[src/sv/nptg_sqrt.sv]
// Pipelined 17-bit integer square root of a 34-bit value, three result bits per stage.
// Depends on nothing; used by the top level for the texel radius.
module nptg_sqrt (
  input  logic        clk,
  input  logic        en,
  input  logic [33:0] v,
  output logic [16:0] root
);

  localparam int NSTG     = 6;
  localparam int BITS_PER = 3;

  logic [33:0] rem_q  [NSTG];
  logic [16:0] root_q [NSTG];

  for (genvar s = 0; s < NSTG; s++) begin : g_stage
    logic [33:0] rem_i, rem_c;
    logic [16:0] root_i, root_c;

    if (s == 0) begin : g_first
      assign rem_i  = v;
      assign root_i = '0;
    end else begin : g_next
      assign rem_i  = rem_q[s-1];
      assign root_i = root_q[s-1];
    end

    always_comb begin
      logic [33:0] trial;
      int b;
      rem_c  = rem_i;
      root_c = root_i;
      trial  = '0;
      for (int j = 0; j < BITS_PER; j++) begin
        b = 16 - BITS_PER * s - j;
        if (b >= 0) begin
          // (root + 2^b)^2 - root^2
          trial = (34'(root_c) << (b + 1)) | (34'd1 << (2 * b));
          if (rem_c >= trial) begin
            rem_c  = rem_c - trial;
            root_c = root_c | (17'd1 << b);
          end
        end
      end
    end

    always_ff @(posedge clk) begin
      if (en) begin
        rem_q[s]  <= rem_c;
        root_q[s] <= root_c;
      end
    end
  end

  assign root = root_q[NSTG-1];

endmodule

[config.mk]
export PLATFORM = sky130hd
export DESIGN_NAME = nptg_sqrt
export DESIGN_NICKNAME = d
export VERILOG_FILES = /design/src/sv/nptg_sqrt.sv
export SDC_FILE = /design/constraint.sdc
export NUM_CORES = 1
export LEC_CHECK = 0
export BUFFER_PORTS_ARGS = -buffer_cell sky130_fd_sc_hd__buf_2
export CORE_MARGIN = 5
export CORE_UTILIZATION = 40
export DETAILED_ROUTE_END_ITERATION = 6
export GPL_TIMING_DRIVEN = 0
export PLACE_DENSITY = 0.62
export SKIP_CTS_REPAIR_TIMING = 1
export SLEW_MARGIN = 20
export SYNTH_ARGS = -nofsm -noshare
export SYNTH_HDL_FRONTEND = slang
export SYNTH_SLANG_ARGS = --single-unit
[constraint.sdc]
create_clock -name clk -period 10.3 [get_ports clk]
set_clock_uncertainty 0.2 [all_clocks]
set_input_delay 2.575 -clock clk [delete_from_list [all_inputs] [get_ports clk]]
set_output_delay 2.575 -clock clk [all_outputs]
set_load 0.01 [all_outputs]
==> impl_metrics.env <==
export IMPL_drc=0
export IMPL_ir_worst_vdd_mv=0.1400
export IMPL_rr_endpoint="rem_q[3][21]$_DFFE_PP_"
export IMPL_vias_per_cell=5.767
export IMPL_synth_area_leader_cell="edfxtp_1"
export IMPL_fillerInstances=4733
export IMPL_final_cell_mix="edfxtp_1 (232), nor2_1 (185), a21oi_1 (182)"
export IMPL_hold_violations=0
export IMPL_cp_max_fo=10
export IMPL_area_growth_pct=10.80
export IMPL_synth_top_flop_cell="edfxtp_1"
export IMPL_antenna_found_initial=0
export IMPL_regToRegSetupSlack_ns=0.54
export IMPL_synth_cells=2186
export IMPL_grt_usage_pct=20.26
export IMPL_use_met3_pct=2.287
export IMPL_grt_overflow=0
export IMPL_relSlewSlack_pct=41.56
export IMPL_place_congestion=0.9329
export IMPL_busiest_layer="met2"
export IMPL_initial_utilization_pct=40.32
export IMPL_numPortBuffers=52
export IMPL_hp_class="reg -> reg"
export IMPL_wl_per_cell_um=19.02
export IMPL_grt_util_met2_pct=33.71
export IMPL_synthesis_area_um2=19700
export IMPL_yosys_warnings=0
export IMPL_avgSynthCellArea_um2=9.011
export IMPL_crit_path_end_kind="flip-flop"
export IMPL_p_leak_uw=0.008669
export IMPL_synth_edf_count=232
export IMPL_cts_buffers=27
export IMPL_clk_pin_slew_ns=0.06
export IMPL_detail_route_antenna_nets=0
export IMPL_drt_wl_total_um=56080
export IMPL_cap_viol_max_count=0
export IMPL_cts_path_max_buffers=3
export IMPL_postLayoutCellArea_um2=21830
export IMPL_cp_start_kind="flip-flop"
export IMPL_cts_htree_levels=1
export IMPL_num_rows=81
export IMPL_period_share_pct=94.74
export IMPL_initialDrtViolationCount=1261
export IMPL_syn_num_nets=2400
export IMPL_tritoncts="yes"
export IMPL_slowest_delay_ns=0.47
export IMPL_outcome="finished clean"
export IMPL_worstMarginPinSlew_ns=0.8545
export IMPL_core_um2=48850
export IMPL_cp_slowest_cell="edfxtp_1"
export IMPL_global_route_usage_met1_pct=28.11
export IMPL_setup_ws_ns=0.5415
export IMPL_yosys_register_bits=232
export IMPL_yosysTopAreaCellShare_pct=35.37
export IMPL_grt_max_degree=105
export IMPL_final_nets=2479
export IMPL_period_needed_ns=9.759
export IMPL_num_antenna_cells=0
export IMPL_vias=17000
export IMPL_synth_cell_type_count=81
export IMPL_slew_violations=0
export IMPL_die_h_um=231.9
export IMPL_worst_hold_path_num_cells=0
export IMPL_tritoncts_num_sinks=232
export IMPL_rsz0062_at_grt="no"
export IMPL_seqCellArea_um2=6967
export IMPL_fp_dieArea_um2=53780
export IMPL_place_area_um2=20850
export IMPL_multiInputGateArea_um2=12010
export IMPL_drive_above_1_share_pct=8.231
export IMPL_path_class="reg -> reg"
export IMPL_critical_path_arrival_ns=9.83
export IMPL_rr_worst_depth=38
export IMPL_dp_hpwl_um=45300
export IMPL_setup_viol=0
export IMPL_worstPathRequired_ns=10.37
export IMPL_die_x_um=231.9
export IMPL_power_density_nw_per_um2=330.1
export IMPL_clk_latency_ns=0.58
export IMPL_synth_area_leaders="edfxtp_1 (35%), ha_1 (11%), xnor2_1 (5.4%)"
export IMPL_hold_path_endpoint="root_q[4][12]$_DFFE_PP_"
export IMPL_io_pins=53
export IMPL_pre_cts_slack_ns=-0.4083
export IMPL_timing_fmax_mhz=102.5
export IMPL_layout_commonest_cell="edfxtp_1"
export IMPL_synth_async_sr_flop_share_pct=0
export IMPL_min_from="root_q[3][12]$_DFFE_PP_"
export IMPL_seq_area_frac_synth_pct=35.37
export IMPL_r2r_start="root_q[2][16]$_DFFE_PP_"
export IMPL_grt_pass1_wl_um=87910
export IMPL_cts_root_buf="clkbuf_16"
export IMPL_first_pass_iters=6
export IMPL_grt_pass1_vias=16150
[state kept, by name, summed over array words and instances, names as in the netlist]
signal / cells
rem_q: 170
root_q: 62
[critical path: cells and delay by family, from the launching register on]
kind	cells	cell delay, ns
fa+ha+maj	3	0.90
buf+inv	10	1.97
compound gates	8	2.03
mux	1	0.25
flops	1	0.47
simple gates	16	3.62
[metrics by stage]
step                std cells  hold WS (ns)  utilization (%)  setup TNS [ns]  total power, uW
detailed placement       2904        0.2338            42.69          -7.828             6136
finish                   2948        0.2404            44.68               0             7206
global placement         2902        0.2314            42.56          -8.616             6088
global route             2948        0.2545            44.68               0             7778
CTS                      2952        0.2428            44.56          -9.723             7156
floorplan                2186        0.2264                -               0             4969
[cell families (layout without fill, tap and decap cells)]
logic type / Yosys count / in the layout / share of synthesized area [%]
XOR/XNOR: 189 / 189 / 8.404
buffers and inverters: 199 / 297 / 3.932
AO/OA/AOI/OAI: 568 / 568 / 18.48
AND/OR/NAND/NOR: 785 / 785 / 20.58
flip-flops: 232 / 232 / 35.37
multiplexers: 35 / 35 / 1.925
adder cells (fa/ha/maj): 178 / 178 / 11.31
[cell usage after synthesis (all sizes together), types with 19 or more instances]
cell and n:
nand4 32, nand3 67, a211oi 21, nor4 53, nor2b 23, o31ai 23
mux2 23, xor2 67, o21ai 116, o21a 28, a21oi 183, nor2 185
ha 178, nand2 173, or4 19, and3 26, nor3 59, clkbuf 45
inv 134, or3 34, a21o 54, nand2b 25, edfxtp 232, xnor2 122
[how the worst max path moves through the flow]
stage	start	to	slack, ns	depth (start not counted)
4_1_cts	rem_q[3][25]$_DFFE_PP_	rem_q[4][12]$_DFFE_PP_	-0.45	39
3_5_place_dp	rem_q[3][25]$_DFFE_PP_	rem_q[4][12]$_DFFE_PP_	-0.41	39
3_3_place_gp	rem_q[3][25]$_DFFE_PP_	rem_q[4][15]$_DFFE_PP_	-0.47	38
5_1_grt	root_q[2][16]$_DFFE_PP_	rem_q[3][21]$_DFFE_PP_	0.005	38
2_1_floorplan	rem_q[3][25]$_DFFE_PP_	rem_q[4][33]$_DFFE_PP_	1.81	35
6_report	root_q[2][16]$_DFFE_PP_	rem_q[3][21]$_DFFE_PP_	0.54	38
[routing by layer]
layer	wire (um)	share of wire, %	vias up
li1	-	-	8337
met1	25570	46	8078
met2	25870	46	504
met3	3084	5.5	83
met4	1551	2.8	0
met5	0	0	-
[cell type report]
class,instances,share of cell area (%)
well taps,664,3.806
clock buffers,29,3.130
multi-input cells,1755,55.03
clock inverters,19,1.061
repair buffers,54,1.490
plain buffers,59,1.198
flip-flops and latches,232,31.92
inverters,136,2.368
[report_power, final]
part	leakage (uW)	switching, uW	internal, uW
Combinational	0.00602	2830	1820
Sequential	0.00222	161	1410
Clock	0.000431	402	585
Total	0.00867	3390	3810
No activity file was read; power rests on OpenSTA's default activity.
