## config.mk

```make
export PLATFORM = sky130hd
export DESIGN_NAME = nptg_alpha
export DESIGN_NICKNAME = d
export VERILOG_FILES = /design/src/sv/nptg_pkg.sv /design/src/sv/nptg_alpha.sv
export SDC_FILE = /design/constraint.sdc
export NUM_CORES = 2
export LEC_CHECK = 0
export BUFFER_PORTS_ARGS = -buffer_cell sky130_fd_sc_hd__buf_2
export CORE_MARGIN = 1.5
export CORE_UTILIZATION = 45
export CTS_CLUSTER_SIZE = 14
export DETAILED_ROUTE_END_ITERATION = 12
export HOLD_SLACK_MARGIN = 0.05
export RECOVER_POWER = 100
export SKIP_CTS_REPAIR_TIMING = 1
export SLEW_MARGIN = 5
export SYNTH_ARGS = -nofsm -noshare
export SYNTH_HDL_FRONTEND = slang
export SYNTH_SLANG_ARGS = --single-unit
export TNS_END_PERCENT = 20
```

## constraint.sdc

```tcl
create_clock -name clk -period 7.65 [get_ports clk]
set_input_delay 1.53 -clock clk [delete_from_list [all_inputs] [get_ports clk]]
set_output_delay 1.53 -clock clk [all_outputs]
set_load 0.005 [all_outputs]
```

## src/sv/nptg_pkg.sv

```systemverilog
// Shared types, constants and fixed-point helpers for the noise puff texel generator.
// Depends on nothing; imported by the top level, nptg_noise and nptg_alpha.
package nptg_pkg;

  typedef struct packed {
    logic [7:0] texel_col;
    logic [7:0] texel_row;
  } texel_t;

  typedef struct packed {
    logic [7:0] alpha;
    logic [7:0] red;
    logic [7:0] green;
    logic [7:0] blue;
  } pixel_t;

  localparam logic [23:0] TINT_RESET = 24'hFFFFFF;

  // hash multipliers
  localparam logic [31:0] HASH_X = 32'd374761393;
  localparam logic [31:0] HASH_Y = 32'd668265263;
  localparam logic [31:0] HASH_S = 32'd1274126177;

  localparam logic [10:0] SEED_BASE = 11'd7;
  localparam logic [10:0] SEED_STEP = 11'd613;

  // three noise lanes: edge roughness, alpha mask, luminance
  localparam int NUM_NOISE = 3;
  localparam logic signed [19:0] NOISE_FREQ [NUM_NOISE] =
    '{20'sd117965, 20'sd203162, 20'sd157286};
  localparam logic signed [23:0] NOISE_OFF_X [NUM_NOISE] =
    '{24'sd196608, -24'sd393216, 24'sd72090};
  localparam logic signed [23:0] NOISE_OFF_Y [NUM_NOISE] =
    '{-24'sd65536, 24'sd262144, -24'sd216269};
  localparam logic [10:0] NOISE_SEED_OFF [NUM_NOISE] = '{11'd0, 11'd37, 11'd71};

  // Q16 constants of the alpha and colour path
  localparam logic [15:0] ROUGH_GAIN = 16'd19661;
  localparam logic [16:0] DISC_EDGE  = 17'd60293;
  localparam logic [15:0] RAMP_DIV   = 16'd43254;
  localparam logic [16:0] RAMP_RECIP = 17'd99296;  // floor(2^32 / RAMP_DIV)
  localparam logic [16:0] MASK_BASE  = 17'd40632;
  localparam logic [15:0] MASK_GAIN  = 16'd36045;
  localparam logic [16:0] LUM_BASE   = 17'd51118;
  localparam logic [15:0] LUM_GAIN   = 16'd14418;
  localparam logic [16:0] Q16_ONE    = 17'd65536;

  // smoothstep, first half: t*t in Q16
  function automatic logic [17:0] smooth_sq(input logic [16:0] t);
    logic [33:0] p;
    p = 34'(t) * 34'(t);
    return p[33:16];
  endfunction

  // smoothstep, second half: tt * (3 - 2t) in Q16
  function automatic logic [17:0] smooth_mix(input logic [17:0] tt, input logic [16:0] t);
    logic [17:0] fac;
    logic [35:0] p;
    fac = 18'd196608 - {t, 1'b0};
    p = 36'(tt) * 36'(fac);
    return p[33:16];
  endfunction

endpackage

```

## src/sv/nptg_alpha.sv

```systemverilog
// Eight-stage alpha path: roughened radius, disc ramp, smoothstep and noise mask.
// Depends on nptg_pkg for Q16 constants and smoothstep helpers.
module nptg_alpha import nptg_pkg::*; (
  input  logic        clk,
  input  logic        en,
  input  logic [16:0] r0,
  input  logic [16:0] rough_n,
  input  logic [16:0] mask_n,
  output logic [16:0] a
);

  // stage 1: roughness factor and mask factor
  logic signed [17:0] nc;
  logic signed [34:0] fp, fs;
  logic [32:0]        mp;
  logic [16:0]        f1, r1, m1;

  assign nc = $signed({1'b0, rough_n}) - 18'sd32768;
  assign fp = 35'(nc) * $signed({19'b0, ROUGH_GAIN});
  assign fs = (fp >>> 16) + 35'sd65536;
  assign mp = 33'(mask_n) * 33'(MASK_GAIN);

  always_ff @(posedge clk) begin
    if (en) begin
      f1 <= fs[16:0];
      r1 <= r0;
      m1 <= MASK_BASE + mp[32:16];
    end
  end

  // stage 2: scaled radius
  logic [33:0] rp;
  logic [16:0] r2, m2;

  assign rp = 34'(r1) * 34'(f1);

  always_ff @(posedge clk) begin
    if (en) begin
      r2 <= rp[32:16];
      m2 <= m1;
    end
  end

  // stage 3: distance inside the edge, reciprocal multiply
  logic signed [17:0] d;
  logic [32:0]        dq3;
  logic [15:0]        d3;
  logic               pos3, sat3;
  logic [16:0]        m3;

  assign d = $signed({1'b0, DISC_EDGE}) - $signed({1'b0, r2});

  always_ff @(posedge clk) begin
    if (en) begin
      dq3  <= 33'(d[15:0]) * 33'(RAMP_RECIP);
      d3   <= d[15:0];
      pos3 <= d > 18'sd0;
      sat3 <= d >= $signed({2'b0, RAMP_DIV});
      m3   <= m2;
    end
  end

  // stage 4: back-multiply the quotient estimate
  logic [15:0] qe4, d4;
  logic [31:0] prod4;
  logic        pos4, sat4;
  logic [16:0] m4;

  always_ff @(posedge clk) begin
    if (en) begin
      qe4   <= dq3[31:16];
      prod4 <= 32'(dq3[31:16]) * 32'(RAMP_DIV);
      d4    <= d3;
      pos4  <= pos3;
      sat4  <= sat3;
      m4    <= m3;
    end
  end

  // stage 5: correct the estimate by one step, clamp the ramp
  logic [31:0] rem5;
  logic [16:0] q5, a5, m5;

  assign rem5 = {d4, 16'b0} - prod4;
  assign q5   = {1'b0, qe4} + ((rem5 >= 32'(RAMP_DIV)) ? 17'd1 : 17'd0);

  always_ff @(posedge clk) begin
    if (en) begin
      if (!pos4) begin
        a5 <= '0;
      end else if (sat4) begin
        a5 <= Q16_ONE;
      end else begin
        a5 <= q5;
      end
      m5 <= m4;
    end
  end

  // stages 6 and 7: smoothstep
  logic [17:0] tt6, a7;
  logic [16:0] t6, m6, m7;

  always_ff @(posedge clk) begin
    if (en) begin
      tt6 <= smooth_sq(a5);
      t6  <= a5;
      m6  <= m5;
      a7  <= smooth_mix(tt6, t6);
      m7  <= m6;
    end
  end

  // stage 8: noise mask, saturate at one
  logic [34:0] ap;

  assign ap = 35'(a7) * 35'(m7);

  always_ff @(posedge clk) begin
    if (en) begin
      a <= (ap[34:16] > 19'(Q16_ONE)) ? Q16_ONE : ap[32:16];
    end
  end

endmodule
```

==> impl_metrics.py <==
metrics = {
    "synthesis": {
        "synth.area.top_cells": "fa_1 (36%), ha_1 (18%), edfxtp_1 (16%)",
        "synth_top_area_frac": 0.365,
        "ys_ff_latch": 355,
        "synthTopCellsByCount": "inv_1 (1771), fa_1 (1200), ha_1 (925)",
        "synthCells": 6609,
        "ys_seq_area_frac": 0.162,
        "synth_edf_count": 355,
        "yosys_warnings": 0,
        "synth.most_common_cell": "inv_1",
        "synth_cell_types": 79,
        "netlist.top_cell.by_area": "fa_1",
        "synthArstFlopShare": 0,
        "synth_nets": 8787,
        "synth_area_mm2": 0.0659,
        "synth_flop_cell": "edfxtp_1",
        "synth.avg_cell_area_um2": 9.97,
    },
    "global_routing": {
        "grt_pass1_vias": 45700,
        "gr-total-overflow": 0,
        "grt_pass1_wl_um": 228000,
        "grtUsageTotal": 0.190,
        "antenna_found_initial": 2,
        "grt_max_degree": 173,
    },
    "clock_tree": {
        "cts_tree": "done",
        "root_buffer": "clkbuf_16",
        "htreeDepth": 2,
        "numCtsBuffers": 46,
        "clk_latency_ns": 0.63,
        "clock_sinks": 355,
        "clock_path_buffers": 3,
        "clk_pin_slew_ns": 0.06,
    },
    "place": {
        "portBuffers": 69,
        "routabilityCongestion": 0.862,
        "placed_area_mm2": 0.0691,
        "dpl.hpwl_um": 114000,
    },
    "drt": {
        "highest_layer": "met4",
        "dr.pass1.iters": 5,
        "remaining_drc_errors": 0,
        "wl_met3_um": 3590,
        "wire_per_inst_um": 15.7,
        "vias": 42600,
        "wl_met1_um": 61700,
        "wl_met2_um": 68000,
        "via_per_inst": 4.92,
        "drt_iter0_drc": 1820,
        "drt_wl_total_um": 136000,
        "drtAntennaViolNets": 0,
    },
    "finish": {
        "multi_input_area_mm2": 0.0481,
        "area_growth_pct": 7.35,
        "final_net_count": 8884,
        "fin_util": 0.486,
        "regArea_mm2": 0.0107,
        "fillers": 13500,
        "fin_area_mm2": 0.0707,
        "layout-drive-gt1-share": 0.0430,
    },
    "setup_path": {
        "crit_type": "register to register",
        "slowest_stage": "fa_1",
        "max_stage_delay_ns": 0.55,
        "ff2ff_path_depth": 30,
        "start_kind": "register",
        "cp.arrival_ns": 7.72,
        "critical_path.endpoint_type": "register",
        "timing.reg2reg.setup_slack_ns": 0.29,
        "r2r_start": "t6[2]$_DFFE_PP_",
        "crit_fanout": 7,
        "cp_common_cell": "fa_1",
        "required_ns": 8.01,
        "r2r_end": "a7[17]$_DFFE_PP_",
    },
    "floorplanning": {
        "initial_utilization": 0.453,
        "coreArea_mm2": 0.146,
        "die_h_um": 386,
        "fp.dieW_um": 386,
        "ios": 70,
        "dieArea_mm2": 0.149,
        "rows": 140,
    },
    "worst_hold_path": {
        "hold_class": "register to register",
        "whs_endpoint": "m4[3]$_DFFE_PP_",
        "hold_depth": 0,
        "min_from": "m3[3]$_DFFE_PP_",
    },
    "outcome": {
        "violations": "max-capacitance violations, max-slew violations",
        "status": "complete, but fails checks",
    },
    "job": {
        "cap_violations": 1,
    },
    "sta": {
        "max_slew_margin": -2.47,
        "final-hold-violation-count": 0,
        "period_minus_slack_ns": 7.36,
        "period_share": 0.963,
        "tightest_slew_ns": 5.21,
        "setup_violations": 0,
        "finClkSkew_ns": 0.0338,
        "final_max_slew_viol_count": 95,
        "fmax_mhz": 136,
    },
}
[kinds of logic after synthesis]
family | Yosys count | synth area share
adders and majority gates | 2125 | 0.540
buffers and inverters | 1925 | 0.110
and+or+nand+nor | 1537 | 0.113
AOI/OAI and AO/OA | 441 | 0.0446
DFF | 355 | 0.162
xor gates and xnor gates | 215 | 0.0286
muxes | 10 | 0.00161
other | 1 | 0.0000569
[worst max path at each step]
| stage | startpoint | to |
|---|---|---|
| 2_1_floorplan | t6[0]$_DFFE_PP_ | a7[17]$_DFFE_PP_ |
| 3_3_place_gp | t6[2]$_DFFE_PP_ | a7[16]$_DFFE_PP_ |
| 3_5_place_dp | t6[2]$_DFFE_PP_ | a7[17]$_DFFE_PP_ |
| 4_1_cts | t6[2]$_DFFE_PP_ | a7[16]$_DFFE_PP_ |
| 5_1_grt | t6[2]$_DFFE_PP_ | a7[17]$_DFFE_PP_ |
| 6_report | t6[2]$_DFFE_PP_ | a7[17]$_DFFE_PP_ |
[state kept, by name, summed over array words and instances, names as in the netlist, 17 cells and up]
register,flops
t6,17
a,17
m2,17
a7,18
m6,17
prod4,30
a5,17
r2,17
f1,17
m5,17
tt6,18
m3,17
r1,17
m1,17
m7,17
m4,17
[placed cells by master, fill, tap and decap left out, types with 36 or more instances in the layout]
master and n:
inv_1 1771, fa_1 1200, ha_1 925, nand2_1 673, and2_1 433, edfxtp_1 355, nor2_1 179, xnor2_1 140
a21oi_1 128, buf_4 103, o21ai_0 71, xor2_1 69, buf_2 60, a21o_1 58, clkbuf_16 46, nor3_1 45
clkbuf_1 39, nand3_1 36, o21a_1 36
[worst max-delay path: cells and delay by family (launching register included)]
family	cells	cell delay, ns
AOI/OAI and AO/OA	9	1.61
adders and majority gates	7	3.24
DFF	1	0.39
and+or+nand+nor	6	1.08
buffers and inverters	6	0.54
xor gates and xnor gates	2	0.25
[area by class of cell]
type,count,share of cell area
multi-input combinational,4329,0.680
sequential,355,0.151
inverter,1771,0.0940
tap,1917,0.0339
timing repair buffer,203,0.0187
clock buffer,53,0.0166
clock inverter,31,0.00573
antenna,2,0.0000708
[routing by layer]
metal / track usage / vias to the layer above
li1: - / 20400
met1: 0.256 / 21600
met2: 0.332 / 526
met3: 0.0171 / 144
met4: 0.0397 / 0
met5: 0 / -
[metrics by stage]
step | setup slack [ns] | setup TNS, ns | cells | hold WS (ns)
final | 0.287 | 0 | 8661 | 0.404
after detailed placement | -0.129 | -0.340 | 8568 | 0.405
after global placement | -0.00149 | -0.00149 | 8568 | 0.401
after global routing | -0.0933 | -0.236 | 8660 | 0.414
after floorplan | 0.0138 | 0 | 6609 | 0.400
after CTS | -0.203 | -0.606 | 8652 | 0.405
Power is left out: the tool's default activity adds up to more than one toggle a clock period on the data nets, which glitch-free logic cannot reach.
